===== src/ppmd_pkg.sv =====
// Shared types and constants for the PPM frame decoder.
package ppmd_pkg;

	localparam int unsigned NUM_CHANNELS_DEF = 8;
	localparam int unsigned SLOT_W           = 5;
	localparam int unsigned CFG_IDX_W        = 3;
	localparam int unsigned REG_W            = 16;
	localparam int unsigned TIME_W           = 32;
	localparam int unsigned SEL_W            = 4;

	localparam logic [TIME_W-1:0] OVERFLOW_LIMIT = 32'h8000_0000;

	localparam logic [REG_W-1:0] NOISE_FLOOR_RST = 16'd200;
	localparam logic [REG_W-1:0] SYNC_THRESH_RST = 16'd3000;
	localparam logic [REG_W-1:0] MIN_VALID_RST   = 16'd800;
	localparam logic [REG_W-1:0] MAX_VALID_RST   = 16'd2200;
	localparam logic [REG_W-1:0] NEUTRAL_RST     = 16'd1500;

	localparam logic [CFG_IDX_W-1:0] CFG_NOISE_FLOOR = 3'd0;
	localparam logic [CFG_IDX_W-1:0] CFG_SYNC_THRESH = 3'd1;
	localparam logic [CFG_IDX_W-1:0] CFG_MIN_VALID   = 3'd2;
	localparam logic [CFG_IDX_W-1:0] CFG_MAX_VALID   = 3'd3;
	localparam logic [CFG_IDX_W-1:0] CFG_NEUTRAL     = 3'd4;

	localparam logic OP_EDGE = 1'b0;
	localparam logic OP_READ = 1'b1;

	typedef enum logic [2:0] {
		EV_NOISE    = 3'd0,
		EV_OVERFLOW = 3'd1,
		EV_SYNC     = 3'd2,
		EV_STORED   = 3'd3,
		EV_REJECTED = 3'd4,
		EV_FULL     = 3'd5,
		EV_READ     = 3'd6
	} event_t;

	typedef struct packed {
		logic [REG_W-1:0] noise_floor;
		logic [REG_W-1:0] sync_thresh;
		logic [REG_W-1:0] min_valid;
		logic [REG_W-1:0] max_valid;
		logic [REG_W-1:0] neutral;
	} cfg_t;

	typedef struct packed {
		event_t code;
		logic   take_edge;
		logic   store;
		logic   restart;
	} cls_t;

endpackage


===== src/ppm_frame_decoder_core.sv =====
// PPM frame decoder top level: input stage, decode stage, channel store.
// An accepted item is registered in the input stage, its result in the decode stage.
// Throughput: one item per cycle; the decode stage holds only while its
// result waits to be taken.
// Reset: asynchronous, active low; thresholds return to their defaults,
// the reference time and slot counter clear, every channel holds 1500.
module ppm_frame_decoder_core import ppmd_pkg::*; #(
	parameter int unsigned NUM_CHANNELS = NUM_CHANNELS_DEF
) (
	input  logic                 clk,
	input  logic                 arst_n,
	input  logic                 cfg_we,
	input  logic [CFG_IDX_W-1:0] cfg_index,
	input  logic [REG_W-1:0]     cfg_wdata,
	input  logic                 item_valid,
	output logic                 item_ready,
	input  logic                 operation,
	input  logic [TIME_W-1:0]    edge_time_us,
	input  logic [SEL_W-1:0]     channel_select,
	output logic                 result_valid,
	input  logic                 result_ready,
	output logic [2:0]           event_code,
	output logic [SEL_W-1:0]     channel_index,
	output logic [TIME_W-1:0]    pulse_width_us,
	output logic [REG_W-1:0]     channel_value
);

	localparam int unsigned IDX_W = (NUM_CHANNELS > 1) ? $clog2(NUM_CHANNELS) : 1;
	localparam logic [SLOT_W-1:0] NUM_CH = SLOT_W'(NUM_CHANNELS);

	cfg_t              cfg_q;
	logic [TIME_W-1:0] last_edge_q;
	logic [SLOT_W-1:0] slot_q;
	logic [REG_W-1:0]  store_q [NUM_CHANNELS];

	logic              valid_s1;
	logic              op_s1;
	logic [TIME_W-1:0] time_s1;
	logic [SEL_W-1:0]  sel_s1;

	logic              en_s1;
	logic              en_s2;
	logic              fire;

	logic [TIME_W-1:0] width;
	cls_t              cls;
	logic              sel_in_range;
	logic [REG_W-1:0]  read_value;

	event_t            code_d;
	logic [SEL_W-1:0]  idx_d;
	logic [TIME_W-1:0] width_d;
	logic [REG_W-1:0]  value_d;

	event_t            code_s2;

	assign en_s2      = !result_valid || result_ready;
	assign en_s1      = !valid_s1 || en_s2;
	assign item_ready = en_s1;
	assign fire       = valid_s1 && en_s2;

	always_ff @(posedge clk or negedge arst_n) begin
		if (!arst_n) begin
			cfg_q <= '{noise_floor: NOISE_FLOOR_RST, sync_thresh: SYNC_THRESH_RST,
			           min_valid: MIN_VALID_RST, max_valid: MAX_VALID_RST,
			           neutral: NEUTRAL_RST};
		end else if (cfg_we) begin
			case (cfg_index)
				CFG_NOISE_FLOOR: cfg_q.noise_floor <= cfg_wdata;
				CFG_SYNC_THRESH: cfg_q.sync_thresh <= cfg_wdata;
				CFG_MIN_VALID:   cfg_q.min_valid   <= cfg_wdata;
				CFG_MAX_VALID:   cfg_q.max_valid   <= cfg_wdata;
				CFG_NEUTRAL:     cfg_q.neutral     <= cfg_wdata;
				default: ;
			endcase
		end
	end

	always_ff @(posedge clk or negedge arst_n) begin
		if (!arst_n) begin
			valid_s1 <= 1'b0;
		end else if (en_s1) begin
			valid_s1 <= item_valid;
		end
	end

	always_ff @(posedge clk) begin
		if (en_s1 && item_valid) begin
			op_s1   <= operation;
			time_s1 <= edge_time_us;
			sel_s1  <= channel_select;
		end
	end

	assign width = time_s1 - last_edge_q;

	ppmd_classify #(
		.NUM_CHANNELS(NUM_CHANNELS)
	) u_classify (
		.pulse_width(width),
		.slot       (slot_q),
		.cfg        (cfg_q),
		.cls        (cls)
	);

	assign sel_in_range = {1'b0, sel_s1} < NUM_CH;
	assign read_value   = sel_in_range ? store_q[sel_s1[IDX_W-1:0]] : cfg_q.neutral;

	always_comb begin
		unique case (op_s1)
			OP_READ: begin
				code_d  = EV_READ;
				idx_d   = sel_s1;
				width_d = '0;
				value_d = read_value;
			end
			OP_EDGE: begin
				code_d  = cls.code;
				idx_d   = cls.store ? slot_q[SEL_W-1:0] : '0;
				width_d = width;
				value_d = cls.store ? width[REG_W-1:0] : '0;
			end
			default: begin
				code_d  = EV_NOISE;
				idx_d   = '0;
				width_d = '0;
				value_d = '0;
			end
		endcase
	end

	always_ff @(posedge clk or negedge arst_n) begin
		if (!arst_n) begin
			last_edge_q <= '0;
			slot_q      <= '0;
		end else if (fire && op_s1 == OP_EDGE) begin
			if (cls.take_edge) begin
				last_edge_q <= time_s1;
			end
			if (cls.restart) begin
				slot_q <= '0;
			end else if (cls.store) begin
				slot_q <= slot_q + SLOT_W'(1);
			end
		end
	end

	always_ff @(posedge clk or negedge arst_n) begin
		if (!arst_n) begin
			for (int i = 0; i < NUM_CHANNELS; i++) begin
				store_q[i] <= NEUTRAL_RST;
			end
		end else if (fire && op_s1 == OP_EDGE && cls.store) begin
			store_q[slot_q[IDX_W-1:0]] <= width[REG_W-1:0];
		end
	end

	always_ff @(posedge clk or negedge arst_n) begin
		if (!arst_n) begin
			result_valid <= 1'b0;
		end else if (en_s2) begin
			result_valid <= valid_s1;
		end
	end

	always_ff @(posedge clk) begin
		if (fire) begin
			code_s2        <= code_d;
			channel_index  <= idx_d;
			pulse_width_us <= width_d;
			channel_value  <= value_d;
		end
	end

	assign event_code = code_s2;

	a_slot_bounded: assert property (@(posedge clk) disable iff (!arst_n)
		slot_q <= NUM_CH)
		else $error("slot counter beyond frame length");

	a_store_index: assert property (@(posedge clk) disable iff (!arst_n)
		(result_valid && code_s2 == EV_STORED) |-> ({1'b0, channel_index} < NUM_CH))
		else $error("stored transaction names a slot outside the frame");

	a_read_width: assert property (@(posedge clk) disable iff (!arst_n)
		(result_valid && code_s2 == EV_READ) |-> (pulse_width_us == '0))
		else $error("read reply carries a pulse width");

	a_sync_restart: assert property (@(posedge clk) disable iff (!arst_n)
		(fire && op_s1 == OP_EDGE && cls.code == EV_SYNC) |=> (slot_q == '0))
		else $error("sync gap did not restart the slot counter");

	a_noise_keeps_ref: assert property (@(posedge clk) disable iff (!arst_n)
		(fire && op_s1 == OP_EDGE && cls.code == EV_NOISE) |=> $stable(last_edge_q))
		else $error("noise edge moved the reference time");

endmodule


===== src/ppmd_classify.sv =====
// Edge interval classification against the configured thresholds.
module ppmd_classify import ppmd_pkg::*; #(
	parameter int unsigned NUM_CHANNELS = NUM_CHANNELS_DEF
) (
	input  logic [TIME_W-1:0] pulse_width,
	input  logic [SLOT_W-1:0] slot,
	input  cfg_t              cfg,
	output cls_t              cls
);

	localparam logic [SLOT_W-1:0] NUM_CH = SLOT_W'(NUM_CHANNELS);

	logic is_noise;
	logic is_overflow;
	logic is_sync;
	logic in_range;
	logic has_room;

	assign is_noise    = pulse_width < {16'd0, cfg.noise_floor};
	assign is_overflow = pulse_width > OVERFLOW_LIMIT;
	assign is_sync     = pulse_width > {16'd0, cfg.sync_thresh};
	assign in_range    = (pulse_width >= {16'd0, cfg.min_valid}) &&
	                     (pulse_width <= {16'd0, cfg.max_valid});
	assign has_room    = slot < NUM_CH;

	always_comb begin
		cls = '{code: EV_NOISE, take_edge: 1'b0, store: 1'b0, restart: 1'b0};
		priority if (is_noise) begin
			cls.code = EV_NOISE;
		end else if (is_overflow) begin
			cls.code      = EV_OVERFLOW;
			cls.take_edge = 1'b1;
		end else if (is_sync) begin
			cls.code      = EV_SYNC;
			cls.take_edge = 1'b1;
			cls.restart   = 1'b1;
		end else if (has_room && in_range) begin
			cls.code      = EV_STORED;
			cls.take_edge = 1'b1;
			cls.store     = 1'b1;
		end else if (has_room) begin
			cls.code      = EV_REJECTED;
			cls.take_edge = 1'b1;
		end else begin
			cls.code      = EV_FULL;
			cls.take_edge = 1'b1;
		end
	end

endmodule

===== config.mk =====
export PLATFORM = sky130hd
export DESIGN_NAME = ppm_frame_decoder_core
export DESIGN_NICKNAME = d
export VERILOG_FILES = /design/src/ppmd_pkg.sv /design/src/ppm_frame_decoder_core.sv /design/src/ppmd_classify.sv
export SDC_FILE = /design/constraint.sdc
export NUM_CORES = 1
export LEC_CHECK = 0
export BUFFER_PORTS_ARGS = -buffer_cell sky130_fd_sc_hd__buf_2
export CORE_AREA = 2 2 182 184
export DETAILED_ROUTE_END_ITERATION = 12
export DIE_AREA = 0 0 184 186
export GPL_TIMING_DRIVEN = 0
export PLACE_DENSITY = 0.73
export SETUP_SLACK_MARGIN = 0.4
export SLEW_MARGIN = 25
export SYNTH_ARGS = -nofsm -noshare
export SYNTH_HDL_FRONTEND = slang
export SYNTH_SLANG_ARGS = --single-unit
export TNS_END_PERCENT = 5

===== constraint.sdc =====
create_clock -name clk -period 6.5 [get_ports clk]
set_input_delay 1.95 -clock clk [delete_from_list [all_inputs] [get_ports clk]]
set_output_delay 1.95 -clock clk [all_outputs]
set_load 0.02 [all_outputs]

### After elaboration in Yosys (flattened, before gate mapping)

Cells that the tools add are included.

| storage, ports and cells | value |
|---|---|
| bits in registers | 339 |
| input bits | 61 |
| output and inout bits | 57 |
| logic and storage cells | 88 |

| cells by class | value |
|---|---|
| $add $sub $neg | 2 |
| $lt $le $gt $ge | 10 |
| eq/ne operators | 4 |
| muxes and demuxes | 25 |
| bitwise gates (word level) | 3 |
| reduce and logical (&&, ||, !) cells | 20 |

Operators by type and width:

| operator | number |
|---|---|
| bitwise mux 128 bit | 1 |
| 2-to-1 mux 16 bit | 5 |
| one-hot mux 32 bit (2 select lines) | 1 |
| binary-select mux 16 bit (select 3 bit) | 1 |
| demux 16 bit (select 3 bit) | 1 |
| greater-or-equal comparator 32 x 16 -> 1 bit | 1 |
| greater-than comparator 32 x 16 -> 1 bit | 1 |
| greater-than comparator 32 bit, second input constant | 1 |
| <= comparator 32 x 16 -> 1 bit | 1 |
| less-than comparator 32 x 16 -> 1 bit | 1 |
| one-hot mux 16 bit (2 select lines) | 1 |
| subtractor 32 bit | 1 |
| 2-to-1 mux 4 bit | 4 |
| AND reduction 2 bit | 7 |
| 2-to-1 mux 5 bit | 2 |
| greater-or-equal comparator 4 bit, second input constant | 2 |
| inverter 3 -> 4 bit | 2 |
| one-hot mux 4 bit (2 select lines) | 1 |
| logical AND 1 bit | 7 |
| == test 3 x 2 -> 1 bit, second input constant | 2 |
| 2-to-1 mux 3 bit | 2 |
| one-hot mux 3 bit (2 select lines) | 1 |
| adder 5 x 1 -> 5 bit, second input constant | 1 |
| less-than comparator 5 x 4 -> 1 bit, second input constant | 1 |
| other kinds (11) | 16 |

### Longest topological paths before layout

| logic depth | value |
|---|---|
| depth in word-level cells | 10 |
| mapped depth | 24 |
| gate-level depth less buffers | 21 |

### Modules after synthesis

Synthesis repeated with hierarchy kept, for this count alone.

| unflattened totals | value |
|---|---|
| cell total of the unflattened synthesis | 1526 |
| area, all modules | 17150.2 µm² |

By module, submodules not included:

| module | times used | cells each | area each (µm²) | seq. area each (µm²) |
|---|---|---|---|---|
| ppm_frame_decoder_core | 1 | 1278 | 15383.5 | 9043.7 |
| ppmd_classify | 1 | 248 | 1766.7 | 0.0 |

### Least setup slack after synthesis

Ideal clock, no wire load.

| timing | value |
|---|---|
| kind | flip-flop to flip-flop |
| from | reg last_edge_q[0] |
| to | reg store_q[11] (netlist bit) |
| setup time | 125 ps |
| data arrival time | 5053 ps |
| path slack | 1322 ps |
| cell stages (with the launch flop) | 22 |
| buffers on the path | 2 |
| clock period less this slack | 5178 ps |
| cells stage by stage | dfrtp_1 > ha_1 > fa_1 > nand2b_1 > a21oi_1 > o21ai_0 > nor2b_1 > xor2_1 > clkinv_1 > ha_1 > a21o_1 > a21oi_1 > o21ai_0 > o221ai_1 > a21oi_1 > a211oi_1 > nand2_1 > or4_4 > or4_4 > buf_6 > buf_12 > mux2_4 |

| on the way | value |
|---|---|
| word-level cells in the longest chain between the ends | 9 |
| elaborated cells on any way between the ends | 14 |

RTL lines:

| item | line | text |
|---|---|---|
| from (decl) | ppm_frame_decoder_core.sv:32 | `logic [TIME_W-1:0] last_edge_q;` |
| from (signal assigned) | ppm_frame_decoder_core.sv:138 | `last_edge_q <= time_s1;` |
| subtractor 32 bit (*) | ppm_frame_decoder_core.sv:95 | `assign width = time_s1 - last_edge_q;` |
| net u_classify.pulse_width[10] | ppmd_classify.sv:5 | `input logic [TIME_W-1:0] pulse_width,` |
| greater-or-equal comparator 32 x 16 -> 1 bit / <= comparator 32 x 16 -> 1 bit (equally long branches) | ppmd_classify.sv:22, ppmd_classify.sv:23 |  |
| logical AND 1 bit | ppmd_classify.sv:22 | `assign in_range = (pulse_width >= {16'd0, cfg.min_valid}) &&` |
| logical AND 1 bit | ppmd_classify.sv:37 | `end else if (has_room && in_range) begin` |
| 2-to-1 mux 1 bit | ppmd_classify.sv:37 |  |
| 2-to-1 mux 1 bit | ppmd_classify.sv:33 | `end else if (is_sync) begin` |
| 2-to-1 mux 2 bit | ppmd_classify.sv:30 | `end else if (is_overflow) begin` |
| 2-to-1 mux 3 bit (*) | ppmd_classify.sv:28 | `priority if (is_noise) begin` |
| logical AND 1 bit (*) | ppm_frame_decoder_core.sv:153 | `end else if (fire && op_s1 == OP_EDGE && cls.store) begin` |
| to (signal, indexed assignment) | ppm_frame_decoder_core.sv:154 | `store_q[slot_q[IDX_W-1:0]] <= width[REG_W-1:0];` |
| to (decl) | ppm_frame_decoder_core.sv:34 | `logic [REG_W-1:0] store_q [NUM_CHANNELS];` |

The timed path passes the listed nets; every way through them passes the cells marked *.
A chain may end at the register's enable or synchronous reset.

### Worst setup path in the final report

| timing | value |
|---|---|
| from | reg last_edge_q[1] |
| to | reg store_q[9] (netlist bit) |

The elaborated chain is that of the path after synthesis.

==> flow_metrics.py <==
metrics = {
    "power_and_ir_drop": {
        "power_frac_seq_pct": 36.7,
        "p_int_w": 0.00453,
        "leakage_nw": 8.94,
        "pwr-share-comb_pct": 33.0,
        "p_sw_share_pct": 34.8,
        "worst_ir_drop_vdd_mv": 0.277,
        "pwr-share-clk_pct": 30.3,
        "p_switching_w": 0.00242,
        "powerDensity_nw_per_um2": 346,
    },
    "global_route": {
        "grt_start_max_net_pins": 97,
        "top_usage_layer": "met2",
        "overflow": 0,
        "grt_pass1_wl_um": 67800,
        "met1_usage_pct": 33.3,
        "antenna_found_initial": 0,
        "grt.total_usage_pct": 25.7,
        "grt_pass1_vias": 12600,
        "gr-usage-met2_pct": 44.3,
        "use_met3_pct": 3.40,
    },
    "critical_path": {
        "cp-end-kind": "flip-flop",
        "critPathBufInv": 5,
        "cp_data_required_time_ns": 6.91,
        "cpLargestDelayFamily": "compound AO/OA/AOI/OAI gates",
        "crit_path_max_incr_delay_ns": 0.53,
        "cp_cell_sequence": "inv_1, ha_1, nor2b_1, o2111a_1, o21ai_0, nand2_2, xnor2_2, clkinv_2, ha_1, a21oi_1, o21ai_0, o221ai_1, a21oi_1, a211oi_2, buf_4, nand2_1, or4_4, or4_4, buf_6, buf_12, mux2_4",
        "timing.critical_path.slowest_stage_cell": "o21ai_0",
        "startpoint_type": "flip-flop",
        "cp.arrival_ns": 6.30,
        "critPathMaxFanout": 12,
        "critPathKind": "flip-flop to flip-flop",
    },
    "routing": {
        "routed_wl_um": 43200,
        "first_pass_iters": 5,
        "drtIter0Drc": 829,
        "drt.antenna.violating_nets": 0,
        "wire_per_inst_um": 20.4,
        "drt_drc_violations_left": 0,
        "via_count": 12500,
        "viasPerCell": 5.89,
    },
    "timing": {
        "fmax_mhz": 170,
        "period_share_pct": 90.6,
        "rsz0062_at_grt": "false",
        "slew_headroom_pct": 30.7,
        "fin_crit_ns": 5.89,
        "tns_ns": 0,
        "slew_violations": 0,
        "hold_viol": 0,
        "tightest_slew_ns": 1.03,
        "clock_skew_ns": 0.0175,
        "setup_viol": 0,
    },
    "floorplanning": {
        "design.portCount": 118,
        "die_w_um": 184,
        "core_area_um2": 32200,
        "start_util_pct": 54.4,
        "die_area_um2": 34200,
        "fp-row-count": 66,
        "die_h_um": 186,
    },
    "synth": {
        "synth_edf_count": 92,
        "synth_fp_nets": 1674,
        "yosysSeqAreaShare_pct": 51.6,
        "syn_avg_cell_area_um2": 11.5,
        "ys_types": 76,
        "async_flop_share_pct": 72.9,
        "netlist_area_um2": 17500,
        "synth_seq_cells": 339,
        "synth_cells": 1517,
        "synth_warnings": 0,
        "synth_flop_cell": "dfrtp_1",
    },
    "clock_tree": {
        "cts_buffer_depth": 3,
        "htreeDepth": 2,
        "cts_tree": "built",
        "clkTransAtPathRegs_ns": 0.06,
        "cts_buffers": 37,
        "cts_hold_buffers": 0,
        "clockRootBuffer": "clkbuf_16",
        "clkLatencyLatePin_ns": 0.54,
        "numClockSinks": 339,
    },
    "placed_design": {
        "routabilityCongestion": 0.922,
        "placed_cell_area_um2": 18700,
        "port_buffers": 117,
        "hpwlAfterDp_um": 31300,
    },
    "hold_path": {
        "hold_class": "flip-flop to flip-flop",
    },
    "finish": {
        "final_cell_area_um2": 20100,
        "drive_gt1_share_pct": 29.5,
        "finalNetCount": 1839,
        "diodes": 0,
        "area.growth.synth_to_final_pct": 14.6,
    },
    "run": {
        "maxCapViolations": 0,
    },
    "status": {
        "status": "finished, final reports clean",
    },
}
[cell families (layout without fill, tap and decap cells)]
kind of cell / after synthesis / count (layout) / synth area share, %
AO/OA/AOI/OAI: 309 / 309 / 10.8
XOR/XNOR: 22 / 22 / 1.10
adder cells (fa/ha/maj): 96 / 96 / 6.90
buffers and inverters: 189 / 382 / 4.20
flip-flops: 339 / 339 / 51.6
multiplexers: 216 / 216 / 15.9
AND/OR/NAND/NOR: 346 / 346 / 9.44
[cell usage after synthesis (all sizes together), types with 3 or more instances]
cell type,n,area (um2)
nand4,22,138
a22oi,3,27.5
nor3,18,90.1
clkinv,11,41.3
and2,6,37.5
and4,4,36.3
nor4,6,37.5
a31oi,7,43.8
a2111oi,7,81.3
and3,4,30.0
buf,8,56.3
inv,115,432
xor2,11,96.3
dfstp,80,2100
mux2,156,1790
nand2,158,593
a21boi,3,22.5
a21o,23,173
xnor2,11,96.3
nor2b,11,68.8
mux4,32,721
nand2b,17,106
o21a,15,113
o21bai,6,45.0
a211oi,12,100
edfxtp,92,2760
dfrtp,167,4180
o211ai,7,52.6
o21ai,156,785
or2,3,18.8
ha,95,1190
mux2i,28,280
o31a,3,26.3
nor2,60,225
or3,3,18.8
nand3,21,118
or4,5,48.8
a21oi,49,253
clkbuf,55,206
[power by group through the flow]
stage	clock (W)	sequential [W]	combinational (W)
after floorplan	0	0.00262	0.00143
after global placement	0	0.00258	0.00211
after detailed placement	0	0.00258	0.00217
after CTS	0.00214	0.00254	0.00224
after global routing	0.00222	0.00257	0.00255
final	0.00210	0.00255	0.00229
[cell usage in the layout (no fill, tap or decap), types with 57 or more instances in the layout]
master,Yosys,routed
nand2_1,158,155
dfrtp_1,167,167
nor2_1,60,60
dfstp_2,80,80
mux2_2,147,147
o21ai_0,147,142
buf_2,2,119
inv_1,114,114
clkbuf_1,55,57
edfxtp_1,92,92
ha_1,95,94
[routing by layer]
metal  up-vias  wire [um]
met4         0       1420
met5         -          0
met3        94       2080
li1       5789          -
met1      6210      18700
met2       386      21100
[worst paths after layout]
check / start / endpoint / slack (ns) / cells past startpoint
max reg2reg: last_edge_q[1]$_DFFE_PN0P_ / store_q[9]$_DFFE_PN0P_ / 0.61 / 21
min in group asynchronous: arst_n / last_edge_q[1]$_DFFE_PN0P_ / 1.40 / 1
min: time_s1[29]$_DFFE_PP_ / last_edge_q[29]$_DFFE_PN0P_ / 0.50 / 2
min reg2reg: time_s1[29]$_DFFE_PP_ / last_edge_q[29]$_DFFE_PN0P_ / 0.50 / 2
max: last_edge_q[1]$_DFFE_PN0P_ / store_q[9]$_DFFE_PN0P_ / 0.61 / 21
max in group asynchronous: arst_n / store_q[72]$_DFFE_PN1P_ / 3.78 / 3
[worst min-delay path: cells and delay by family (launching register included)]
kind | cells | cell delay (ns)
compound gates | 1 | 0.06
flops | 1 | 0.35
simple gates | 1 | 0.05
[final cells by class]
type                            count  area (um2)
Fill cell                        2576       12100
Sequential cell                   339        9040
Multi-Input combinational cell    989        7820
Clock buffer                       54        1070
Timing Repair Buffer              126         716
Tap cell                          408         510
Inverter                          126         485
Buffer                             63         277
Clock inverter                     13         154
[state kept, by name (all words and copies together), names as in the netlist, 3 cells and up]
signal	count
cfg_q	80
last_edge_q	32
time_s1	32
pulse_width_us	32
channel_value	16
sel_s1	4
event_code	3
channel_index	4
store_q	128
slot_q	5
[repair_timing]
action / 4_1_cts / 5_1_grt
gates resized for setup: 21 / 21
setup endpoints to repair: 151 / 114
setup buffers: 4 / 2
pin swaps: 4 / 1
[metrics by stage]
| step | utilization [%] | instances | worst slack (ns) | power, W | hold WS [ns] |
|---|---|---|---|---|---|
| final | 62.3 | 2118 | 0.608 | 0.00694 | 0.496 |
| after global routing | 62.3 | 2118 | 0.383 | 0.00734 | 0.511 |
| after CTS | 62.1 | 2116 | 0.540 | 0.00693 | 0.499 |
| after detailed placement | 58.1 | 2045 | -0.780 | 0.00475 | 0.475 |
| after global placement | 57.8 | 2042 | -0.857 | 0.00469 | 0.468 |
| after floorplan | - | 1517 | 1.32 | 0.00405 | 0.456 |
(Power assumes the default switching activity.)
